$ cat src/sv/bdev_pkg.sv
// bdev_pkg: shared types and constants for the button debounce event detector
// holds register indexes, reset values, the config bundle and the result beat type
// no dependencies
`timescale 1ns / 1ps

package bdev_pkg;

    localparam int unsigned CFG_W     = 16;
    localparam int unsigned CFG_IDX_W = 3;
    localparam int unsigned TIME_W    = 32;

    // register indexes on the config port
    localparam logic [CFG_IDX_W-1:0] REG_DEBOUNCE   = 3'd0;
    localparam logic [CFG_IDX_W-1:0] REG_SHORT_MAX  = 3'd1;
    localparam logic [CFG_IDX_W-1:0] REG_LONG_PRESS = 3'd2;
    localparam logic [CFG_IDX_W-1:0] REG_REPEAT     = 3'd3;
    localparam logic [CFG_IDX_W-1:0] REG_IDLE       = 3'd4;

    localparam logic [CFG_W-1:0] RST_DEBOUNCE   = 16'd15;
    localparam logic [CFG_W-1:0] RST_SHORT_MAX  = 16'd1000;
    localparam logic [CFG_W-1:0] RST_LONG_PRESS = 16'd3000;
    localparam logic [CFG_W-1:0] RST_REPEAT     = 16'd1000;
    localparam logic [CFG_W-1:0] RST_IDLE       = 16'd2000;

    typedef struct packed {
        logic [CFG_W-1:0] debounce_ms;
        logic [CFG_W-1:0] short_max_ms;
        logic [CFG_W-1:0] long_press_ms;
        logic [CFG_W-1:0] repeat_ms;
        logic [CFG_W-1:0] idle_repeat_ms;
    } bdev_cfg_t;

    typedef struct packed {
        logic stable_level;
        logic evt_press;
        logic evt_short;
        logic evt_release;
        logic evt_long;
        logic evt_repeat;
        logic evt_idle;
    } bdev_result_t;

endpackage

$ cat src/sv/bdev_cfg_regs.sv
// bdev_cfg_regs: the five interval registers behind the plain write port
// depends on bdev_pkg
`timescale 1ns / 1ps

module bdev_cfg_regs (
    input  logic                               aclk,
    input  logic                               aresetn,
    input  logic                               cfg_wr_en,
    input  logic [bdev_pkg::CFG_IDX_W-1:0]     cfg_index,
    input  logic [bdev_pkg::CFG_W-1:0]         cfg_wdata,
    output bdev_pkg::bdev_cfg_t                cfg
);
    import bdev_pkg::*;

    bdev_cfg_t cfg_reg;
    bdev_cfg_t cfg_next;

    always_comb begin
        cfg_next = cfg_reg;
        if (cfg_wr_en) begin
            unique case (cfg_index)
                REG_DEBOUNCE:   cfg_next.debounce_ms    = cfg_wdata;
                REG_SHORT_MAX:  cfg_next.short_max_ms   = cfg_wdata;
                REG_LONG_PRESS: cfg_next.long_press_ms  = cfg_wdata;
                REG_REPEAT:     cfg_next.repeat_ms      = cfg_wdata;
                REG_IDLE:       cfg_next.idle_repeat_ms = cfg_wdata;
                default:        cfg_next = cfg_reg;
            endcase
        end
    end

    always_ff @(posedge aclk) begin
        if (!aresetn) begin
            cfg_reg.debounce_ms    <= RST_DEBOUNCE;
            cfg_reg.short_max_ms   <= RST_SHORT_MAX;
            cfg_reg.long_press_ms  <= RST_LONG_PRESS;
            cfg_reg.repeat_ms      <= RST_REPEAT;
            cfg_reg.idle_repeat_ms <= RST_IDLE;
        end else begin
            cfg_reg <= cfg_next;
        end
    end

    assign cfg = cfg_reg;

endmodule

$ cat src/sv/bdev_core.sv
// bdev_core: debounce and event state, updated once per accepted poll
// depends on bdev_pkg; result is combinational from the poll and current state
`timescale 1ns / 1ps

module bdev_core (
    input  logic                           aclk,
    input  logic                           aresetn,
    input  bdev_pkg::bdev_cfg_t            cfg,
    input  logic                           step,
    input  logic                           pin_level,
    input  logic [bdev_pkg::TIME_W-1:0]    now_ms,
    output bdev_pkg::bdev_result_t         result
);
    import bdev_pkg::*;

    logic              filt_reg, filt_next;
    logic              deb_reg, deb_next;
    logic [TIME_W-1:0] dstart_reg, dstart_next;
    logic              settled_reg, settled_next;
    logic              lpend_reg, lpend_next;
    logic              ract_reg, ract_next;
    logic [TIME_W-1:0] pstart_reg, pstart_next;
    logic [TIME_W-1:0] rstart_reg, rstart_next;
    logic [TIME_W-1:0] lstart_reg, lstart_next;

    logic              chg, deb_mid, expire, press, release_e;
    logic              lpend_mid, ract_mid, long_e, rep_e, idle_e;
    logic [TIME_W-1:0] el_deb, el_press, el_long, el_rep, el_idle;

    always_comb begin
        chg     = (pin_level != filt_reg);
        deb_mid = deb_reg | chg;
        // a fresh raw change means zero elapsed settle time
        el_deb  = chg ? '0 : (now_ms - dstart_reg);
        expire  = deb_mid && (el_deb >= {{(TIME_W-CFG_W){1'b0}}, cfg.debounce_ms});

        press     = expire && (pin_level != settled_reg) && !pin_level;
        release_e = expire && (pin_level != settled_reg) && pin_level;

        el_press  = now_ms - pstart_reg;
        lpend_mid = press ? 1'b1 : (release_e ? 1'b0 : lpend_reg);
        ract_mid  = press ? 1'b1 : (release_e ? 1'b0 : ract_reg);

        // marks set on this poll give zero elapsed time
        el_long = press ? '0 : el_press;
        el_rep  = press ? '0 : (now_ms - rstart_reg);
        el_idle = release_e ? '0 : (now_ms - lstart_reg);

        long_e = lpend_mid && (el_long >= {{(TIME_W-CFG_W){1'b0}}, cfg.long_press_ms});
        rep_e  = ract_mid && (el_rep >= {{(TIME_W-CFG_W){1'b0}}, cfg.repeat_ms});
        idle_e = !ract_mid && (el_idle >= {{(TIME_W-CFG_W){1'b0}}, cfg.idle_repeat_ms});

        filt_next    = pin_level;
        deb_next     = deb_mid && !expire;
        dstart_next  = chg ? now_ms : dstart_reg;
        settled_next = expire ? pin_level : settled_reg;
        lpend_next   = lpend_mid && !long_e;
        ract_next    = ract_mid;
        pstart_next  = press ? now_ms : pstart_reg;
        rstart_next  = (press || rep_e) ? now_ms : rstart_reg;
        lstart_next  = (release_e || idle_e) ? now_ms : lstart_reg;

        result.stable_level = settled_next;
        result.evt_press    = press;
        result.evt_short    = release_e
                              && (el_press <= {{(TIME_W-CFG_W){1'b0}}, cfg.short_max_ms});
        result.evt_release  = release_e;
        result.evt_long     = long_e;
        result.evt_repeat   = rep_e;
        result.evt_idle     = idle_e;
    end

    always_ff @(posedge aclk) begin
        if (!aresetn) begin
            filt_reg    <= 1'b1;
            deb_reg     <= 1'b0;
            dstart_reg  <= '0;
            settled_reg <= 1'b1;
            lpend_reg   <= 1'b0;
            ract_reg    <= 1'b0;
            pstart_reg  <= '0;
            rstart_reg  <= '0;
            lstart_reg  <= '0;
        end else if (step) begin
            filt_reg    <= filt_next;
            deb_reg     <= deb_next;
            dstart_reg  <= dstart_next;
            settled_reg <= settled_next;
            lpend_reg   <= lpend_next;
            ract_reg    <= ract_next;
            pstart_reg  <= pstart_next;
            rstart_reg  <= rstart_next;
            lstart_reg  <= lstart_next;
        end
    end

endmodule

$ cat src/sv/bdev_out_stage.sv
// bdev_out_stage: result register between the event logic and the m_ channel
// depends on bdev_pkg
`timescale 1ns / 1ps

module bdev_out_stage (
    input  logic                      aclk,
    input  logic                      aresetn,
    input  logic                      in_valid,
    output logic                      in_ready,
    input  bdev_pkg::bdev_result_t    in_data,
    output logic                      out_valid,
    input  logic                      out_ready,
    output bdev_pkg::bdev_result_t    out_data
);
    import bdev_pkg::*;

    logic         valid_reg, valid_next;
    bdev_result_t data_reg;

    // a held beat blocks only when it is not being taken this cycle
    assign in_ready   = !valid_reg || out_ready;
    assign valid_next = (in_valid && in_ready) || (valid_reg && !out_ready);

    always_ff @(posedge aclk) begin
        if (!aresetn) begin
            valid_reg <= 1'b0;
        end else begin
            valid_reg <= valid_next;
        end
    end

    always_ff @(posedge aclk) begin
        if (in_valid && in_ready) begin
            data_reg <= in_data;
        end
    end

    assign out_valid = valid_reg;
    assign out_data  = data_reg;

endmodule

$ cat src/sv/button_debounce_event_detector_unit.sv
// button_debounce_event_detector_unit: top level of the button debounce event detector
// depends on bdev_pkg, bdev_cfg_regs, bdev_core, bdev_out_stage
`timescale 1ns / 1ps

// Each s_ beat is one poll of the raw active-low button level with a free-running
// millisecond timestamp, and it yields one m_ beat carrying the debounced level and
// one-poll flags for press, short press, release, long press, repeat and idle. A poll
// is taken every cycle s_ready is high: the debounce and event state updates in the
// cycle the beat is accepted, and a single result register decouples the two channels,
// so s_ready only drops while it holds a beat m_ready does not take. Write the interval
// registers via the cfg_ port only with no poll in flight; the block does not check it.
module button_debounce_event_detector_unit (
    input  logic                               aclk,
    input  logic                               aresetn,
    input  logic                               cfg_wr_en,
    input  logic [bdev_pkg::CFG_IDX_W-1:0]     cfg_index,
    input  logic [bdev_pkg::CFG_W-1:0]         cfg_wdata,
    input  logic                               s_valid,
    output logic                               s_ready,
    input  logic                               s_pin_level,
    input  logic [bdev_pkg::TIME_W-1:0]        s_now_ms,
    output logic                               m_valid,
    input  logic                               m_ready,
    output logic                               m_stable_level,
    output logic                               m_evt_press,
    output logic                               m_evt_short,
    output logic                               m_evt_release,
    output logic                               m_evt_long,
    output logic                               m_evt_repeat,
    output logic                               m_evt_idle
);
    import bdev_pkg::*;

    bdev_cfg_t    cfg;
    bdev_result_t core_result;
    bdev_result_t out_result;
    logic         step;

    assign step = s_valid && s_ready;

    bdev_cfg_regs u_cfg (
        .aclk      (aclk),
        .aresetn   (aresetn),
        .cfg_wr_en (cfg_wr_en),
        .cfg_index (cfg_index),
        .cfg_wdata (cfg_wdata),
        .cfg       (cfg)
    );

    bdev_core u_core (
        .aclk      (aclk),
        .aresetn   (aresetn),
        .cfg       (cfg),
        .step      (step),
        .pin_level (s_pin_level),
        .now_ms    (s_now_ms),
        .result    (core_result)
    );

    bdev_out_stage u_out (
        .aclk      (aclk),
        .aresetn   (aresetn),
        .in_valid  (s_valid),
        .in_ready  (s_ready),
        .in_data   (core_result),
        .out_valid (m_valid),
        .out_ready (m_ready),
        .out_data  (out_result)
    );

    assign m_stable_level = out_result.stable_level;
    assign m_evt_press    = out_result.evt_press;
    assign m_evt_short    = out_result.evt_short;
    assign m_evt_release  = out_result.evt_release;
    assign m_evt_long     = out_result.evt_long;
    assign m_evt_repeat   = out_result.evt_repeat;
    assign m_evt_idle     = out_result.evt_idle;

endmodule
$ cat config.mk
export PLATFORM = sky130hd
export DESIGN_NAME = button_debounce_event_detector_unit
export DESIGN_NICKNAME = d
export VERILOG_FILES = /design/src/sv/bdev_pkg.sv /design/src/sv/bdev_cfg_regs.sv /design/src/sv/bdev_core.sv /design/src/sv/bdev_out_stage.sv /design/src/sv/button_debounce_event_detector_unit.sv
export SDC_FILE = /design/constraint.sdc
export NUM_CORES = 1
export LEC_CHECK = 0
export BUFFER_PORTS_ARGS = -buffer_cell sky130_fd_sc_hd__buf_2
export CAP_MARGIN = 10
export CORE_ASPECT_RATIO = 2
export CORE_MARGIN = 1
export CORE_UTILIZATION = 60
export CTS_BUF_LIST = sky130_fd_sc_hd__clkbuf_4
export CTS_CLUSTER_SIZE = 30
export DETAILED_ROUTE_END_ITERATION = 10
export HOLD_SLACK_MARGIN = 0.05
export PLACE_DENSITY = 0.78
export RECOVER_POWER = 25
export REMOVE_ABC_BUFFERS = 1
export SETUP_SLACK_MARGIN = 0.2
export SYNTH_ARGS = -nofsm -noshare
export SYNTH_HDL_FRONTEND = slang
export SYNTH_SLANG_ARGS = --single-unit
$ cat constraint.sdc
create_clock -name aclk -period 23.6 [get_ports aclk]
set_clock_uncertainty 0.2 [all_clocks]
set_input_delay 3.54 -clock aclk [delete_from_list [all_inputs] [get_ports aclk]]
set_output_delay 3.54 -clock aclk [all_outputs]
set_load 0.02 [all_outputs]
[After elaboration in Yosys (flattened, before gate mapping)]
Index checks and enable logic that the tools add are counted.
Word-level totals
  register bits: 221
  input bits: 57
  output and inout bits: 9
  word-level logic and storage cells: 79
Operators by class
  add/subtract/negate cells: 4
  $lt $le $gt $ge: 5
  equality and inequality tests: 6
  mux-type cells: 9
  bitwise operators: 1
  reductions and logical operators: 32
Operator list (count)
  32-bit by 16-bit greater-or-equal comparator with 1-bit output: 4
  32-bit two-way mux: 4
  32-bit subtractor: 4
  32-bit by 16-bit less-or-equal comparator with 1-bit output: 1
  2-bit AND reduction: 9
  1-bit logical AND: 12
  3-bit by 2-bit equality test with 1-bit output, second input constant: 2
  1-bit zero test: 6
  1-bit two-way mux: 5
  1-bit logical OR: 4
  3-bit by 1-bit equality test with 1-bit output, second input constant: 1
  3-bit equality test, second input constant: 1
  3-bit zero test: 1
  1-bit != test: 2
  1-bit bitwise OR: 1

[Depth between registers and ports, before layout]
  depth after elaboration: 12
  mapped depth: 36
  gate-level depth less buffers: 34

[Hierarchy]
Synthesis repeated with hierarchy kept, for this count alone.
Second synthesis, totals
  cells, all modules: 2444
  area, all modules: 18899.4 um^2
By module, submodules not included
  bdev_core: times used 1, cells each 2134, area an instance 15478.6 um^2, seq. area each 2662.6 um^2
  bdev_cfg_regs: times used 1, cells each 297, area an instance 3146.8 um^2, seq. area each 1601.5 um^2
  bdev_out_stage: times used 1, cells each 12, area an instance 267.8 um^2, seq. area each 230.2 um^2
  button_debounce_event_detector_unit: times used 1, cells each 1, area an instance 6.3 um^2, seq. area each 0.0 um^2

[Least setup slack after synthesis]
No wires, ideal clock.
  path type: in2reg
  start point: in s_now_ms[0] in the netlist's numbering
  end point: reg u_core.rstart_reg[12]
  library setup time: 71 ps
  arrival time: 9757 ps
  required time: 23329 ps
  path slack: 13572 ps
  cell stages on the path: 35
  path buffers: 2
  cell sequence: inv_1 ha_1 fa_1 nor2b_1 o31ai_1 a21o_1 nand3_1 a21o_1 a21oi_1 xor2_1 nor2_1 ha_1 nor2b_1 o21ai_0 o21ai_0 a211oi_1 nor3b_1 o2111ai_1 nor4_2 a21bo_2 clkbuf_1 and2_1 ha_1 a21o_1 a21o_1 a211oi_1 o21a_1 o221ai_1 nor4_1 nand4_1 nor4_4 o31ai_4 buf_6 a21o_1 a21oi_2
On the way
  longest elaborated chain between the ends: 11
  elaborated cells between the ends (all ways): 15
  classes of those cells: 2 x add/sub; 2 x order compare; 4 x mux; 7 x reduce/logical
RTL lines
  from (decl): RTL line button_debounce_event_detector_unit.sv:21  | input logic [bdev_pkg::TIME_W-1:0] s_now_ms,
  32-bit subtractor: RTL line bdev_core.sv:34  | el_deb = chg ? '0 : (now_ms - dstart_reg);
  32-bit two-way mux: RTL line bdev_core.sv:34
  32-bit by 16-bit greater-or-equal comparator with 1-bit output: RTL line bdev_core.sv:35  | expire = deb_mid && (el_deb >= {{(TIME_W-CFG_W){1'b0}}, cfg.debounce_ms});
  1-bit logical AND: RTL line bdev_core.sv:35
  1-bit logical AND: RTL line bdev_core.sv:37, bdev_core.sv:38
  1-bit logical AND (on tied branches): RTL line bdev_core.sv:37, bdev_core.sv:38
  32-bit two-way mux or 1-bit two-way mux (tied branches): RTL line bdev_core.sv:46, bdev_core.sv:42
  32-bit by 16-bit greater-or-equal comparator with 1-bit output or 1-bit two-way mux (tied branches): RTL line bdev_core.sv:50, bdev_core.sv:42
  1-bit logical AND: RTL line bdev_core.sv:50  | rep_e = ract_mid && (el_rep >= {{(TIME_W-CFG_W){1'b0}}, cfg.repeat_ms});
  1-bit logical OR *: RTL line bdev_core.sv:60  | rstart_next = (press || rep_e) ? now_ms : rstart_reg;
  2-bit AND reduction (no source line) *
  to (signal assigned): RTL line bdev_core.sv:92  | rstart_reg <= rstart_next;
  to (decl): RTL line bdev_core.sv:23  | logic [TIME_W-1:0] rstart_reg, rstart_next;
Mark *: on every way between the ends. The rest lies on a longest branch, timed or not.
A chain may end at the register's enable or synchronous reset.

[Worst setup path in the final report]
  start point: in s_now_ms[0] in the netlist's numbering
  end point: reg u_core.rstart_reg[0]
On the way
  longest elaborated chain between the ends: 11
  elaborated cells between the ends (all ways): 15
  classes of those cells: 2 x add/sub; 2 x order compare; 4 x mux; 7 x reduce/logical
RTL lines (RTL line)
  32-bit subtractor: bdev_core.sv:34
  32-bit two-way mux: bdev_core.sv:34
  32-bit by 16-bit greater-or-equal comparator with 1-bit output: bdev_core.sv:35
  1-bit logical AND: bdev_core.sv:35
  1-bit logical AND: bdev_core.sv:37, bdev_core.sv:38
  1-bit logical AND (on tied branches): bdev_core.sv:37, bdev_core.sv:38
  32-bit two-way mux or 1-bit two-way mux (tied branches): bdev_core.sv:46, bdev_core.sv:42
  32-bit by 16-bit greater-or-equal comparator with 1-bit output or 1-bit two-way mux (tied branches): bdev_core.sv:50, bdev_core.sv:42
  1-bit logical AND: bdev_core.sv:50
  1-bit logical OR: bdev_core.sv:60
  2-bit AND reduction (no source line)
Several ways; a longest one is shown, not always the timed one.

==> impl_metrics.toml <==
[status]
outcome = "finished with violations"
violations = "max-capacitance violations, max-slew violations"

[clocking]
cts_root_buffer = "clkbuf_4"
numCtsBuffers = 55
cts_hold_buf = 0
cts_sinks = 221
cts_resized = 0
cts.clk_slew.worst_paths_ns = 0.07
post-cts-setup-buffers = 0
htree_levels = 2
clkLatencyLatePin_ns = 0.76
cts_tree = "done"
cts_buffer_depth = 3

[critical_path]
reg2reg_depth = 34
crit_start = "s_now_ms[0]"
crit_path_end = "u_core.rstart_reg[0]"
worstSetupPathType = "in -> reg"
critPathCaptureType = "register"
cp-start-kind = "input pin"
regToRegStartpoint = "u_core.dstart_reg[1]"
slowest_delay_ns = 0.60
worstPathArrival_ns = 11.59
critical_path_required_ns = 24.07
timing.rr.end = "u_core.rstart_reg[0]"
cp_max_fo = 52
ff2ff_setup_slack_ns = 15.25
slowest_stage = "a21bo_2"

[power_and_ir_drop]
vdd_drop_max_mv = 0.0371
p_sw_w = 0.000484
clkPwrFrac_pct = 27.6
switching_share_pct = 39.0
combPwrFrac_pct = 39.5
p_int_w = 0.000756
pwr-share-seq_pct = 32.9
leakage_nw = 7.96
powerDensity_nw_per_um2 = 64.8

[synthesis]
synth.ff_latch_count = 221
synthCells = 2412
ys_top_cells_by_count = "nand2_1 (405), a21oi_1 (240), inv_1 (235)"
synth.most_common_cell = "nand2_1"
avgSynthCellArea_um2 = 7.47
synth_seq_area_share_pct = 24.9
ys_top_cells_by_area = "dfxtp_1 (24%), ha_1 (14%), nand2_1 (8.4%)"
synth_ff_type = "dfxtp_1"
synth_top_area_cell = "dfxtp_1"
synth_edf_count = 7
synthDistinctLibCells = 82
async_reset_ff_share_pct = 0
synth_top_area_share_pct = 23.8
netlist_area_um2 = 18000
ys.warnings.count = 0

[timing]
tightest_slew_ns = 4.11
timing.fmax_mhz = 90.0
tns_ns = 0
hold_violations = 0
slew_viol_final = 161
relSlewSlack_pct = -174
finalSetupViolCount = 0
rsz0062_at_grt = "no"
min_period_ns = 11.12
min_period_over_period_pct = 47.1

[grt]
antenna_found_initial = 1
grt_max_degree = 94
grt_pass1_vias = 16900
overflow = 0
grt_use_total_pct = 34.4
grt_pass1_wl_um = 84900

[final_layout]
final_area_um2 = 19200
nNetsFinal = 2700
layout.area.seq_um2 = 4490
largest_reg_flops = 80
drive_gt1_share_pct = 8.54
area_growth_pct = 6.33
multi_input_area_um2 = 12200
final.fill_count = 2649

[placement]
place_hpwl_um = 40500
io_buffers = 65
place_area_um2 = 18400
finalWeightedCongestion = 0.961

[detailed_routing]
drc_errors = 0
wire_per_inst_um = 18.7
vias = 17400
detail_route.first_pass.iterations = 6
final_antenna_net_count = 0
vias_per_cell = 6.10
drtIter0Drc = 977
wl_um = 53300

[floorplanning]
io_pins = 66
die_x_um = 125
core-area_um2 = 29500
dieArea_um2 = 30800
fp-row-count = 89
start_util_pct = 61.1
die_y_um = 247

[hold_path]
hp-class = "reg -> reg"

[flow_run]
cap_violations = 2
==> cell type report <==
class	instances	share of cell area (%)
multi-input cells	1843	63.6
diodes	1	0.0131
well taps	364	2.38
clock buffers	73	2.86
inverters	238	4.68
repair buffers	76	2.15
flip-flops and latches	221	23.5
clock inverters	30	0.888
==> stage by stage <==
stage          std cells  hold slack [ns]  total power (W)  setup WS [ns]  util, %
2_1_floorplan       2302            0.236         0.000767          12.59        -
6_report            2846            0.254          0.00124          12.49     64.9
5_1_grt             2846            0.272          0.00132          11.69     64.9
3_3_place_gp        2741            0.241         0.000884          11.99     62.4
4_1_cts             2844            0.256          0.00124          12.54     64.9
3_5_place_dp        2741            0.246         0.000897          11.79     62.4
==> how the worst min path moves through the flow <==
stage	slack [ns]	to	startpoint	cells after the start
detailed placement	0.25	u_core.pstart_reg[28]	u_core.pstart_reg[28]	2
global route	0.27	u_core.pstart_reg[15]	u_core.pstart_reg[15]	2
global placement	0.24	u_core.pstart_reg[28]	u_core.pstart_reg[28]	2
CTS	0.26	u_core.dstart_reg[9]	u_core.dstart_reg[9]	2
finish	0.25	u_core.pstart_reg[1]	u_core.pstart_reg[1]	2
floorplan	0.24	u_cfg.cfg[11]	u_cfg.cfg[11]	2
==> cells in the final DEF (no fill, tap or decap), types with 24 or more instances in the layout <==
cell type,Yosys,final
o21ai_0,85,85
a21oi_1,240,240
mux2i_1,40,40
and3_1,24,24
nand3_1,68,68
a211oi_1,26,26
xor2_1,38,38
ha_1,204,204
a21oi_2,31,31
clkbuf_4,0,73
o21a_1,27,27
and2_1,30,30
buf_2,8,58
a21o_1,108,108
dfxtp_1,214,214
inv_1,235,236
o211ai_1,44,44
xnor2_1,47,47
nor3_1,40,40
nor2_1,112,110
nand4_1,32,32
nand2_1,405,405
==> power groups by stage <==
stage / Clock [W] / Sequential (W) / Combinational, W
finish: 0.000342 / 0.000408 / 0.000490
global route: 0.000366 / 0.000411 / 0.000544
CTS: 0.000351 / 0.000408 / 0.000484
detailed placement: 0 / 0.000417 / 0.000481
global placement: 0 / 0.000416 / 0.000468
floorplan: 0 / 0.000416 / 0.000351
==> worst max-delay path, delay by kind of cell <==
family,cells,cell delay [ns]
xor gates and xnor gates,1,0.17
AOI/OAI and AO/OA,16,3.76
adders and majority gates,4,0.95
buffers and inverters,4,1.00
and+or+nand+nor,10,2.10
==> cells by family after synthesis <==
family / count (synthesis) / share of synthesized area [%]
adders and majority gates: 208 / 14.6
DFF: 221 / 24.9
buffers and inverters: 348 / 7.56
xor gates and xnor gates: 85 / 4.13
AOI/OAI and AO/OA: 708 / 26.1
muxes: 43 / 2.41
and+or+nand+nor: 799 / 20.3
==> layer usage <==
metal / GRT usage [%] / routed length (µm) / up-vias
met1: 34.4 / 19200 / 7978
li1: - / - / 8521
met2: 61.0 / 26000 / 604
met3: 5.32 / 2700 / 256
met4: 31.9 / 5340 / 0
met5: 0 / 0 / -
No activity file was read; power rests on OpenSTA's default activity.
